## config.mk

```make
export PLATFORM = sky130hd
export DESIGN_NAME = vigenere_letter_ascii_cipher_unit_flat
export DESIGN_NICKNAME = d
export VERILOG_FILES = /design/src/rtl/vlac_pkg.sv /design/src/rtl/vlac_if.sv /design/src/rtl/vigenere_letter_ascii_cipher_unit.sv /design/src/rtl/vlac_ram.sv /design/src/rtl/vlac_xform.sv /design/src/flat_wrapper.sv
export SDC_FILE = /design/constraint.sdc
export NUM_CORES = 1
export LEC_CHECK = 0
export BUFFER_PORTS_ARGS = -buffer_cell sky130_fd_sc_hd__buf_2
export CAP_MARGIN = 20
export CORE_UTILIZATION = 53
export CTS_CLUSTER_SIZE = 24
export DETAILED_ROUTE_END_ITERATION = 10
export PLACE_DENSITY = 0.69
export SYNTH_ARGS = -nofsm -noshare
export SYNTH_HDL_FRONTEND = slang
export SYNTH_SLANG_ARGS = --single-unit
```

## constraint.sdc

```tcl
create_clock -name clk_i -period 18.2 [get_ports clk_i]
set_input_delay 5.46 -clock clk_i [delete_from_list [all_inputs] [get_ports clk_i]]
set_output_delay 5.46 -clock clk_i [all_outputs]
set_load 0.1 [all_outputs]
```

## src/rtl/vlac_pkg.sv

```systemverilog
// Shared types, constants and register codes of the Vigenere cipher unit.
package vlac_pkg;

  // Number of key slots that the key_slot field can address.
  localparam int unsigned KEY_SLOTS     = 64;
  localparam int unsigned KEY_DEPTH_DEF = 64;

  // Alphabet constants.
  localparam logic [7:0] LETTERS    = 8'd26;
  localparam logic [7:0] ASCII_LO   = 8'd33;
  localparam logic [7:0] ASCII_HI   = 8'd126;
  localparam logic [7:0] ASCII_SPAN = ASCII_HI - ASCII_LO + 8'd1;

  // Configuration port.
  localparam int unsigned CFG_IW = 2;
  localparam int unsigned CFG_DW = 7;
  localparam logic [CFG_IW-1:0] CFG_DECRYPT = 2'd0;
  localparam logic [CFG_IW-1:0] CFG_LETTER  = 2'd1;
  localparam logic [CFG_IW-1:0] CFG_KEYLEN  = 2'd2;

  // Input word kinds.
  localparam logic MODE_KEY  = 1'b0;
  localparam logic MODE_TEXT = 1'b1;

  typedef logic [7:0] char_t;
  typedef logic [6:0] key_len_t;

  // Operating mode handed to the transform.
  typedef struct packed {
    logic decrypt;
    logic letter;
  } vlac_mode_t;

endpackage

```

## src/rtl/vlac_if.sv

```systemverilog
// Handshake channels of the Vigenere cipher unit: input, output and configuration.
interface vlac_in_if import vlac_pkg::*; ();
  logic  valid;
  logic  ready;
  logic  mode;
  logic  [5:0] key_slot;
  char_t char_in;
  logic  word_end;

  modport source (output valid, mode, key_slot, char_in, word_end, input ready);
  modport sink   (input valid, mode, key_slot, char_in, word_end, output ready);
endinterface

interface vlac_out_if import vlac_pkg::*; ();
  logic  valid;
  logic  ready;
  char_t char_out;
  logic  word_end_out;

  modport source (output valid, char_out, word_end_out, input ready);
  modport sink   (input valid, char_out, word_end_out, output ready);
endinterface

interface vlac_cfg_if import vlac_pkg::*; ();
  logic              valid;
  logic              ready;
  logic [CFG_IW-1:0] idx;
  logic [CFG_DW-1:0] data;

  modport source (output valid, idx, data, input ready);
  modport sink   (input valid, idx, data, output ready);
endinterface

```

## src/rtl/vigenere_letter_ascii_cipher_unit.sv

```systemverilog
// Top level of the Vigenere cipher unit: key store, key position and output stage.
//
// Usage. Words arrive on in_i. A word with mode 0 writes char_in into key
// slot key_slot and gives no result; a slot at or beyond the store depth is
// dropped. A word with mode 1 is a text byte: it is combined with the key byte
// at the current key position and one word leaves on out_o, carrying the
// cipher byte and a copy of the word end mark. The key position advances per
// text byte, wraps at the key length and restarts at zero after a word end.
// Configuration registers (decrypt select, letter mode, key length) are
// written on cfg_i, which is always ready; write them only while idle.
// The result reaches out_o through the read stage, where the key store is
// read at acceptance, and then the output register, once that is free.
// Throughput is one word per cycle while out_o takes its words; the key
// position updates at each accepted text byte, and a key write followed
// directly by a text read of that slot sees the new byte written before it.
// When out_o stalls, one byte waits in the read stage and one in the output
// register; in_i drops ready only when both are full and out_o is not taken.
// Reset clears the pipeline, zeroes the key position and restores the
// register defaults; the key store is not cleared and must be written first.
module vigenere_letter_ascii_cipher_unit import vlac_pkg::*; #(
  parameter int unsigned KEY_DEPTH = KEY_DEPTH_DEF
) (
  input  logic  clk_i,
  input  logic  rst_ni,
  vlac_in_if.sink    in_i,
  vlac_out_if.source out_o,
  vlac_cfg_if.sink   cfg_i
);

  // Only the first 64 slots are addressable, so the store never exceeds them.
  localparam int unsigned KEY_LIM = (KEY_DEPTH < KEY_SLOTS) ? KEY_DEPTH : KEY_SLOTS;
  localparam int unsigned KEY_AW  = (KEY_LIM > 1) ? $clog2(KEY_LIM) : 1;
  localparam key_len_t    KEY_LIM_L = key_len_t'(KEY_LIM);

  // Configuration registers.
  logic     decrypt_q, decrypt_d;
  logic     letter_q, letter_d;
  key_len_t key_len_q, key_len_d;

  // Key position and pipeline state.
  logic [KEY_AW-1:0] key_pos_q, key_pos_d;
  logic              s1_valid_q, s1_valid_d;
  logic              s1_wend_q;
  char_t             s1_char_q;
  logic              out_valid_q, out_valid_d;
  char_t             out_char_q;
  logic              out_wend_q;

  logic              in_fire, txt_fire, key_we;
  logic              out_free, s1_adv;
  key_len_t          eff_len, pos_ext, pos_inc;
  logic [KEY_AW-1:0] pos;
  char_t             key_byte, res_char;
  vlac_mode_t        mode;

  // Configuration writes are always accepted; unknown indexes are ignored.
  assign cfg_i.ready = 1'b1;

  always_comb begin
    decrypt_d = decrypt_q;
    letter_d  = letter_q;
    key_len_d = key_len_q;
    if (cfg_i.valid) begin
      case (cfg_i.idx)
        CFG_DECRYPT: decrypt_d = cfg_i.data[0];
        CFG_LETTER:  letter_d  = cfg_i.data[0];
        CFG_KEYLEN:  key_len_d = key_len_t'(cfg_i.data);
        default: ;
      endcase
    end
  end

  // Handshake. The read stage moves on when the output register is free.
  assign out_free    = !out_valid_q || out_o.ready;
  assign s1_adv      = s1_valid_q && out_free;
  assign in_i.ready  = !s1_valid_q || out_free;
  assign in_fire     = in_i.valid && in_i.ready;
  assign txt_fire    = in_fire && (in_i.mode == MODE_TEXT);
  assign key_we      = in_fire && (in_i.mode == MODE_KEY) &&
                       ({1'b0, in_i.key_slot} < KEY_LIM_L);

  // Effective key length is clamped to one through the store depth. A
  // position left over from a longer key falls back to slot zero.
  always_comb begin
    if (key_len_q == '0) begin
      eff_len = key_len_t'(1);
    end else if (key_len_q > KEY_LIM_L) begin
      eff_len = KEY_LIM_L;
    end else begin
      eff_len = key_len_q;
    end
    pos_ext = key_len_t'(key_pos_q);
    pos     = (pos_ext < eff_len) ? key_pos_q : '0;
    pos_inc = key_len_t'(pos) + key_len_t'(1);
    key_pos_d = key_pos_q;
    if (txt_fire) begin
      if (in_i.word_end || pos_inc >= eff_len) begin
        key_pos_d = '0;
      end else begin
        key_pos_d = pos_inc[KEY_AW-1:0];
      end
    end
  end

  vlac_ram #(
    .WIDTH (8),
    .DEPTH (KEY_LIM)
  ) u_key_ram (
    .clk_i   (clk_i),
    .we_i    (key_we),
    .waddr_i (in_i.key_slot[KEY_AW-1:0]),
    .wdata_i (in_i.char_in),
    .re_i    (txt_fire),
    .raddr_i (pos),
    .rdata_o (key_byte)
  );

  // The key byte comes from the registered read port; the text byte waits beside it.
  assign mode.decrypt = decrypt_q;
  assign mode.letter  = letter_q;

  vlac_xform u_xform (
    .mode_i (mode),
    .text_i (s1_char_q),
    .key_i  (key_byte),
    .char_o (res_char)
  );

  always_comb begin
    s1_valid_d = s1_valid_q;
    if (txt_fire) begin
      s1_valid_d = 1'b1;
    end else if (s1_adv) begin
      s1_valid_d = 1'b0;
    end
    out_valid_d = out_valid_q;
    if (s1_adv) begin
      out_valid_d = 1'b1;
    end else if (out_o.ready) begin
      out_valid_d = 1'b0;
    end
  end

  always_ff @(posedge clk_i or negedge rst_ni) begin
    if (!rst_ni) begin
      decrypt_q   <= 1'b0;
      letter_q    <= 1'b1;
      key_len_q   <= key_len_t'(1);
      key_pos_q   <= '0;
      s1_valid_q  <= 1'b0;
      out_valid_q <= 1'b0;
    end else begin
      decrypt_q   <= decrypt_d;
      letter_q    <= letter_d;
      key_len_q   <= key_len_d;
      key_pos_q   <= key_pos_d;
      s1_valid_q  <= s1_valid_d;
      out_valid_q <= out_valid_d;
    end
  end

  // Payload registers.
  always_ff @(posedge clk_i) begin
    if (txt_fire) begin
      s1_char_q <= in_i.char_in;
      s1_wend_q <= in_i.word_end;
    end
    if (s1_adv) begin
      out_char_q <= res_char;
      out_wend_q <= s1_wend_q;
    end
  end

  assign out_o.valid        = out_valid_q;
  assign out_o.char_out     = out_char_q;
  assign out_o.word_end_out = out_wend_q;

  // A text byte waiting in the read stage keeps its byte until it moves on.
  a_s1_hold: assert property (@(posedge clk_i) disable iff (!rst_ni)
    s1_valid_q && !s1_adv |=> s1_valid_q && $stable(s1_char_q))
    else $error("read stage lost or changed a waiting byte");

  // After a text byte the key position lies below the key length in force.
  a_pos_range: assert property (@(posedge clk_i) disable iff (!rst_ni)
    txt_fire |=> key_len_t'(key_pos_q) < $past(eff_len))
    else $error("key position beyond key length");

  // A word end restarts the key at slot zero.
  a_word_restart: assert property (@(posedge clk_i) disable iff (!rst_ni)
    txt_fire && in_i.word_end |=> key_pos_q == '0)
    else $error("key position not restarted after word end");

  // A key write never produces a result word.
  a_key_silent: assert property (@(posedge clk_i) disable iff (!rst_ni)
    in_fire && (in_i.mode == MODE_KEY) && !s1_valid_q |=> !s1_valid_q)
    else $error("key write entered the result path");

endmodule

```

## src/rtl/vlac_ram.sv

```systemverilog
// Generic single-write, single-read RAM with a registered read port.
module vlac_ram #(
  parameter  int unsigned WIDTH = 8,
  parameter  int unsigned DEPTH = 64,
  localparam int unsigned AW    = (DEPTH > 1) ? $clog2(DEPTH) : 1
) (
  input  logic             clk_i,
  input  logic             we_i,
  input  logic [AW-1:0]    waddr_i,
  input  logic [WIDTH-1:0] wdata_i,
  input  logic             re_i,
  input  logic [AW-1:0]    raddr_i,
  output logic [WIDTH-1:0] rdata_o
);

  logic [WIDTH-1:0] mem_q [DEPTH];
  logic [WIDTH-1:0] rdata_q;

  always_ff @(posedge clk_i) begin
    if (we_i) begin
      mem_q[waddr_i] <= wdata_i;
    end
    if (re_i) begin
      rdata_q <= mem_q[raddr_i];
    end
  end

  assign rdata_o = rdata_q;

endmodule

```

## src/rtl/vlac_xform.sv

```systemverilog
// Letter and printable-ASCII combination of one text byte with one key byte.
module vlac_xform import vlac_pkg::*; (
  input  vlac_mode_t mode_i,
  input  char_t      text_i,
  input  char_t      key_i,
  output char_t      char_o
);

  // Upper-cased alphabet index; anything that is not a letter counts as A.
  function automatic logic [4:0] letter_idx(input char_t c);
    logic [4:0] r;
    r = 5'd0;
    if (c >= 8'h61 && c <= 8'h7a) begin
      r = 5'(c - 8'h61);
    end else if (c >= 8'h41 && c <= 8'h5a) begin
      r = 5'(c - 8'h41);
    end
    return r;
  endfunction

  // (c - 33) mod 94 for any byte, as c + 61 reduced by compare and subtract.
  function automatic logic [6:0] ascii_off(input char_t c);
    logic [8:0] v;
    logic [8:0] span;
    logic [6:0] r;
    span = {1'b0, ASCII_SPAN};
    v = {1'b0, c} + {1'b0, ASCII_SPAN - ASCII_LO};
    if (v >= 9'(3 * span)) begin
      r = 7'(v - 9'(3 * span));
    end else if (v >= 9'(2 * span)) begin
      r = 7'(v - 9'(2 * span));
    end else if (v >= span) begin
      r = 7'(v - span);
    end else begin
      r = 7'(v);
    end
    return r;
  endfunction

  logic [4:0] ti, ki;
  logic [5:0] lsum;
  logic [4:0] lres;
  logic [6:0] to, ko;
  logic [7:0] asum;
  logic [6:0] ares;

  always_comb begin
    ti = letter_idx(text_i);
    ki = letter_idx(key_i);
    if (mode_i.decrypt) begin
      lsum = {1'b0, ti} + 6'(LETTERS) - {1'b0, ki};
    end else begin
      lsum = {1'b0, ti} + {1'b0, ki};
    end
    lres = (lsum >= 6'(LETTERS)) ? 5'(lsum - 6'(LETTERS)) : lsum[4:0];

    to = ascii_off(text_i);
    ko = ascii_off(key_i);
    if (mode_i.decrypt) begin
      asum = (to >= ko) ? {1'b0, to} - {1'b0, ko} : {1'b0, to} + ASCII_SPAN - {1'b0, ko};
    end else begin
      asum = {1'b0, to} + {1'b0, ko};
    end
    ares = (asum >= ASCII_SPAN) ? 7'(asum - ASCII_SPAN) : asum[6:0];

    if (mode_i.letter) begin
      char_o = 8'h41 + {3'b000, lres};
    end else begin
      char_o = ASCII_LO + {1'b0, ares};
    end
  end

endmodule
```

## src/flat_wrapper.sv

```systemverilog
// flat-port wrapper written by rule: the top's interface ports become plain ports
module vigenere_letter_ascii_cipher_unit_flat import vlac_pkg::*;
#(
  parameter int unsigned KEY_DEPTH = KEY_DEPTH_DEF
)
  (clk_i, rst_ni, in_i_valid, in_i_mode, in_i_key_slot, in_i_char_in, in_i_word_end, in_i_ready, out_o_valid, out_o_char_out, out_o_word_end_out, out_o_ready, cfg_i_valid, cfg_i_idx, cfg_i_data, cfg_i_ready);
  vlac_in_if in_i_i ();
  vlac_out_if out_o_i ();
  vlac_cfg_if cfg_i_i ();
  input  logic clk_i;
  input  logic rst_ni;
  input wire logic [$bits(in_i_i.valid)-1:0] in_i_valid;
  input wire logic [$bits(in_i_i.mode)-1:0] in_i_mode;
  input wire logic [$bits(in_i_i.key_slot)-1:0] in_i_key_slot;
  input wire logic [$bits(in_i_i.char_in)-1:0] in_i_char_in;
  input wire logic [$bits(in_i_i.word_end)-1:0] in_i_word_end;
  output wire logic [$bits(in_i_i.ready)-1:0] in_i_ready;
  output wire logic [$bits(out_o_i.valid)-1:0] out_o_valid;
  output wire logic [$bits(out_o_i.char_out)-1:0] out_o_char_out;
  output wire logic [$bits(out_o_i.word_end_out)-1:0] out_o_word_end_out;
  input wire logic [$bits(out_o_i.ready)-1:0] out_o_ready;
  input wire logic [$bits(cfg_i_i.valid)-1:0] cfg_i_valid;
  input wire logic [$bits(cfg_i_i.idx)-1:0] cfg_i_idx;
  input wire logic [$bits(cfg_i_i.data)-1:0] cfg_i_data;
  output wire logic [$bits(cfg_i_i.ready)-1:0] cfg_i_ready;
  assign in_i_i.valid = in_i_valid;
  assign in_i_i.mode = in_i_mode;
  assign in_i_i.key_slot = in_i_key_slot;
  assign in_i_i.char_in = in_i_char_in;
  assign in_i_i.word_end = in_i_word_end;
  assign in_i_ready = in_i_i.ready;
  assign out_o_valid = out_o_i.valid;
  assign out_o_char_out = out_o_i.char_out;
  assign out_o_word_end_out = out_o_i.word_end_out;
  assign out_o_i.ready = out_o_ready;
  assign cfg_i_i.valid = cfg_i_valid;
  assign cfg_i_i.idx = cfg_i_idx;
  assign cfg_i_i.data = cfg_i_data;
  assign cfg_i_ready = cfg_i_i.ready;
  vigenere_letter_ascii_cipher_unit #(.KEY_DEPTH(KEY_DEPTH)) u_core (.clk_i(clk_i), .rst_ni(rst_ni), .in_i(in_i_i), .out_o(out_o_i), .cfg_i(cfg_i_i));
endmodule
```

; ---- Word-level counts from Yosys, hierarchy flattened
; Memory sizes are Yosys's and may differ from the RTL's. A register that Yosys moved wholly into a read port is not among the register bits.
; Cells that the tools add are included.
[totals]
regBits = 35
ram_bits = 512
in_bits = 30
wordCells = 104
output_inout_bits = 12
n_memories = 1
[classes]
n_addsub = 24
bitwise_logic = 1
reduce_logical = 20
eq_ne = 2
n_lt_le_gt_ge = 20
mux = 26
[mem_list]
columns = memory, depth, width, rd, rd_ports_with_merged_regs, write_ports, line_no
row1 = u_core.u_key_ram.mem_q, 64, 8, 1, 1, 1, vlac_ram.sv:16  ; logic [WIDTH-1:0] mem_q [DEPTH];
[ops]
columns = operator, n
row1 = 2-to-1 mux 7 bit, 9
row2 = greater-or-equal comparator 8 x 7 -> 1 bit (second input constant), 5
row3 = less-or-equal comparator 8 x 7 -> 1 bit (second input constant), 4
row4 = 2-to-1 mux 5 bit, 5
row5 = 2-to-1 mux 8 bit, 3
row6 = subtractor 7 bit (second input constant), 3
row7 = subtractor 5 x 1 -> 5 bit (second input constant), 4
row8 = adder 8 x 6 -> 9 bit (second input constant), 2
row9 = greater-or-equal comparator 9 x 7 -> 1 bit (second input constant), 2
row10 = greater-or-equal comparator 9 x 8 -> 1 bit (second input constant), 2
row11 = greater-or-equal comparator 9 bit (second input constant), 2
row12 = 2-to-1 mux 6 bit, 3
row13 = greater-or-equal comparator 7 bit, 2
row14 = subtractor 7 x 5 -> 7 bit (second input constant), 2
row15 = subtractor 7 x 6 -> 7 bit (second input constant), 2
row16 = adder 6 x 7 -> 8 bit (first input constant), 1
row17 = adder 7 x 5 -> 8 bit (first input constant), 1
row18 = adder 7 x 7 -> 8 bit, 1
row19 = adder 7 x 7 -> 8 bit (second input constant), 1
row20 = logical AND 1 bit, 8
row21 = subtractor 7 x 7 -> 8 bit, 1
row22 = subtractor 8 x 7 -> 8 bit, 1
row23 = adder 6 x 1 -> 7 bit (second input constant), 1
row24 = > comparator 7 bit (second input constant), 1
row25 = other kinds (16), 27

; ---- Longest topological paths before layout
[logic_depth]
word_depth = 13
ltp_mapped = 30
depth_no_buf = 29

; ---- By module
; From an unflattened synthesis, not the netlist that was laid out.
[hier_totals]
hier_cells = 1618
hier_area_um2 = 25964.9
[modules_own_cells]
columns = mod, seq_area_each_um2, n_inst, area_per_inst_um2, cells_each
row1 = vlac_ram, 15615.0, 1, 20246.9, 940
row2 = vlac_xform, 0.0, 1, 3927.5, 526
row3 = vigenere_letter_ascii_cipher_unit, 968.4, 1, 1790.5, 152

; ---- Worst setup path before layout
; No wires, ideal clock.
[synth_path]
kind = input to output
start = input port out_o_ready
end = output port in_i_ready
t_arrival_ns = 6.302
cell_stages = 1
n_path_buf = 0
setup_slack_ns = 6.438
required_ns = 12.740
cell_sequence = nand3b_1
[synth_between]
elab_chain_len = 2
[synth_lines]
columns = item, line_no
row1 = start: declaration, flat_wrapper.sv:21  ; input wire logic [$bits(out_o_i.ready)-1:0] out_o_ready;
row2 = logical OR 1 bit, vigenere_letter_ascii_cipher_unit.sv:74  ; assign out_free = !out_valid_q || out_o.ready;
row3 = logical OR 1 bit, vigenere_letter_ascii_cipher_unit.sv:76  ; assign in_i.ready = !s1_valid_q || out_free;
row4 = end: declaration, flat_wrapper.sv:17  ; output wire logic [$bits(in_i_i.ready)-1:0] in_i_ready;
; No other way between the ends.

; ---- Worst setup path in the final report
; Ends and elaborated chain as after synthesis.

==> results.txt <==
----------------------------------------------------
[Power]
  Clock power frac ... roughly a quarter
  Net Sw Power ... 1450 µW
  IR Drop Worst-Case VDD ... between 90 and 100 µV
  Pleak ... 0.00966 µW
  Combinational power share ... a little under two fifths
  Power density of the placed cells ... 145 mW/mm²
  Sequential fraction of design power ... 36.3%
  Net Sw Frac ... 35.7%
  Internal power ... roughly 2600 µW

[Synth]
  Proportion of synthesized chip area in sequential cells ... 64.8%
  Cell area after technology mapping ... around 0.026 mm²
  Synthesis Warnings ... 0
  Commonest register cell after synthesis ... sky130_fd_sc_hd__edfxtp_1
  Seq cells post-synth ... ~560
  Mapped Cells ... approximately 2000
  Per-instance average area after synthesis ... 12.7 µm²
  Post-Synthesis Net Count ... 2132
  Post-synthesis async set-or-reset flop share ... roughly 3.1%
  Number of distinct library cells after synthesis ... 88
  Number of enable flip-flop cells after synthesis ... 538

[Layout]
  Post-layout nets ... 2139
  Fraction of layout cells with a size suffix above 1 ... 9.78%
  Area grow syn2layout ... 9.39%
  Filler Cell Count ... about 3700

[Hold path]
  Launch instance of the worst min-delay path ... u_core.s1_wend_q
  Class of the tightest hold or removal check ... flip-flop to flip-flop

[Floorplanning]
  # rows ... 80
  Starting density of the core ... 53.6%
  Die width ... 222 µm
  DIE AREA ... 0.0492 mm²
  Core area ... approximately 0.048 mm²
  Number of top-level pins ... 42
  Overall die height ... approximately 220 µm

[Drt]
  Remaining design rule violation count ... 0
  Routed wire length per instance ... 23.4 µm
  Pre-antenna DRT Iters ... 6
  Number of DRC violations after detailed-routing iteration 0 ... 1990
  Vias post-DR ... 16661
  Number of routed nets with antenna violations ... 0
  Via density per instance ... just over 6
  Final Routed Wirelength ... ~63 mm

[Setup path]
  Minimum setup slack among reg-to-reg paths ... 10.98 ns
  CP required ... ~13 ns
  Highest fanout seen on the critical path ... 4
  Crit. End Element ... output port
  Arrival time of the worst setup path ... about 6.2 ns
  Source of the worst register-to-register timing path ... u_core.u_key_ram.rdata_o[0]
  Critical setup path kind ... input port to output port
  Critical path startpoint category ... input port
  Launching element of the worst setup path ... out_o_ready

[Global routing]
  Global router's overall resource usage ... between 20% and 30%
  Vias in the first global route ... 16152
  Pin count of the biggest net entering global routing ... 92
  Total congestion overflow ... 0
  Wire length of the first global-routing pass ... 95.8 mm
  Number of antenna violations at the first check in global routing ... 1

[STA]
  Slew at the pin closest to its max-slew limit ... 1.04 ns
  Worst slew slack as a fraction of its limit ... 30.9%
  Endpoints failing hold ... 0
  Post-Route Hold Slack ... 0.419 ns
  Highest attainable clock frequency ... about 86 MHz
  Final period demand of the worst path ... 11.67 ns
  Count of final setup violators ... 0
  Setup TNS Final ... 0 ns
  Final slew viol count ... 0
  Setup repair after global routing missed its margin ... false
  Share of the cycle needed by the critical path after routing ... 64.1%
  Clk_skew ... 0.0297 ns

[Clock network]
  Clock Latency Late Sink ... 0.61 ns
  Maximum number of buffers from clock root to sink ... 3
  CTS H-tree depth ... 2
  TritonCTS clock tree ... done
  Count of cells resized by post-cts repair ... 0
  Clock transition at the register clock pins on the worst setup and hold paths after CTS ... about 0.060 ns
  Hold-fix buffer count after cts ... 0
  Number of buffers inserted during clock tree synthesis ... 53
  Clk sink count ... 555
  Post-CTS setup buffer count ... 0
  Root Driver ... sky130_fd_sc_hd__clkbuf_16

[Placement]
  Dpl hpwl ... ~39 mm
  Final Wtd Congestion ... 0.883
  Number of port buffers ... 40

[Run]
  Max-capacitance violation count ... 0

[Status]
  Status ... completed

----------------------------------------------------
cells in the mapped netlist, drive strengths merged (4+ instances only):
| cell | number | area [µm²] |
|---|---|---|
| a21o | 16 | 128 |
| a22o | 9 | 80.1 |
| a311oi | 14 | 129 |
| o221ai | 38 | 339 |
| nor3b | 14 | 105 |
| and3 | 12 | 75.1 |
| nand2b | 14 | 87.6 |
| o21ai | 84 | 428 |
| dfrtp | 15 | 375 |
| o21a | 10 | 75.1 |
| o211ai | 13 | 97.6 |
| a221oi | 5 | 61.3 |
| buf | 38 | 188 |
| a31oi | 43 | 299 |
| o31ai | 4 | 30.0 |
| nor2 | 147 | 557 |
| mux2 | 18 | 206 |
| xnor2 | 35 | 307 |
| a21bo | 7 | 70.1 |
| and2 | 7 | 43.8 |
| nand3b | 12 | 90.1 |
| xor2 | 24 | 210 |
| a21boi | 8 | 60.1 |
| edfxtp | 538 | 16200 |
| nand3 | 91 | 455 |
| or3 | 7 | 43.8 |
| inv | 51 | 191 |
| clkbuf | 72 | 270 |
| nor3 | 30 | 160 |
| a21oi | 76 | 384 |
| a211oi | 14 | 118 |
| nor2b | 15 | 93.8 |
| fa | 5 | 100 |
| a22oi | 9 | 72.6 |
| mux2i | 76 | 761 |
| or2 | 7 | 46.3 |
| nand2 | 284 | 1070 |
| o22ai | 36 | 225 |
| a41o | 6 | 60.1 |
| ha | 74 | 926 |
path summary, 6_finish.rpt:
| path | to | cells past startpoint |
|---|---|---|
| hold / removal | u_core.out_o.word_end_out | 0 |
| setup / recovery | in_i_ready | 3 |
| setup reg to reg | u_core.out_o.char_out[4] | 24 |
| max in group asynchronous | u_core.key_len_q[0] | 1 |
| hold reg to reg | u_core.out_o.word_end_out | 0 |
| min in group asynchronous | u_core.key_len_q[4] | 1 |
layout by cell type (no fill, tap or decap), drive strengths merged, types with 13 or more instances in the layout:
| master | count |
|---|---|
| a211oi | 14 |
| a21o | 16 |
| a21oi | 76 |
| a311oi | 14 |
| a31oi | 43 |
| buf | 62 |
| clkbuf | 58 |
| clkinv | 27 |
| dfrtp | 15 |
| edfxtp | 538 |
| ha | 74 |
| inv | 55 |
| mux2 | 18 |
| mux2i | 76 |
| nand2 | 284 |
| nand2b | 14 |
| nand3 | 91 |
| nor2 | 147 |
| nor2b | 15 |
| nor3 | 30 |
| nor3b | 14 |
| o211ai | 13 |
| o21ai | 84 |
| o221ai | 38 |
| o22ai | 36 |
| xnor2 | 35 |
| xor2 | 24 |
power by group through the flow:
stage | sequential (µW) | combinational (µW) | clock, µW
global placement | 1500 | 1480 | 0
finish | 1480 | 1520 | 1070
global route | 1480 | 1660 | 1130
detailed placement | 1500 | 1500 | 0
CTS | 1480 | 1510 | 1080
floorplan | 1540 | 1130 | 0
cells by family (layout without fill, tap and decap cells):
family	Yosys count	in the layout	synth area share [%]
buffers and inverters	161	213	2.54
multiplexers	94	94	3.78
adder cells (fa/ha/maj)	79	79	4.01
flip-flops	555	555	64.8
other	1	2	0.0146
XOR/XNOR	59	59	2.02
AND/OR/NAND/NOR	650	650	11.3
AO/OA/AOI/OAI	424	424	11.6
metrics by stage:
stage	instance area [µm²]	worst slack, ns	util, %	std cells	total power, µW
after CTS	28000	6.53	58.6	2689	4070
after detailed placement	26300	6.54	55.1	2589	3010
after floorplan	25600	6.44	-	2023	2680
after global routing	28000	6.50	58.7	2690	4270
final	28000	6.53	58.7	2691	4060
after global placement	26300	6.54	55.1	2589	2980
worst max-delay path, stage by stage:
cell and delay (ns):
sky130_fd_sc_hd__buf_2 0.08, sky130_fd_sc_hd__nand3b_1 0.20, sky130_fd_sc_hd__buf_2 0.47
registers in the layout (all words and copies together) (netlist names):
name / cells
u_core.decrypt_q: 1
u_core.key_len_q: 7
u_core.key_pos_q: 6
u_core.letter_q: 1
u_core.out_o.char_out: 8
u_core.out_o.valid: 1
u_core.out_o.word_end_out: 1
u_core.s1_char_q: 8
u_core.s1_valid_q: 1
u_core.s1_wend_q: 1
u_core.u_key_ram.mem_q: 512
u_core.u_key_ram.rdata_o: 8
routing by layer:
layer | vias up | routed length [µm] | global-route usage [%]
li1 | 7617 | - | -
met1 | 8178 | 26400 | 36.1
met2 | 755 | 29200 | 40.1
met3 | 111 | 5620 | 5.09
met4 | 0 | 1790 | 8.67
met5 | - | 0 | 0
layout make-up:
cell class                      instances  area (µm²)  area share (%)
Clock inverter                         42         340            1.21
Multi-Input combinational cell       1307        8400            30.0
Inverter                               51         191           0.683
Sequential cell                       555       16600            59.2
Tap cell                              615         769            2.75
Antenna cell                            1        2.50         0.00893
Clock buffer                           58        1350            4.80
Timing Repair Buffer                   62         373            1.33
Note: power is estimated with default switching activity, not from simulation.
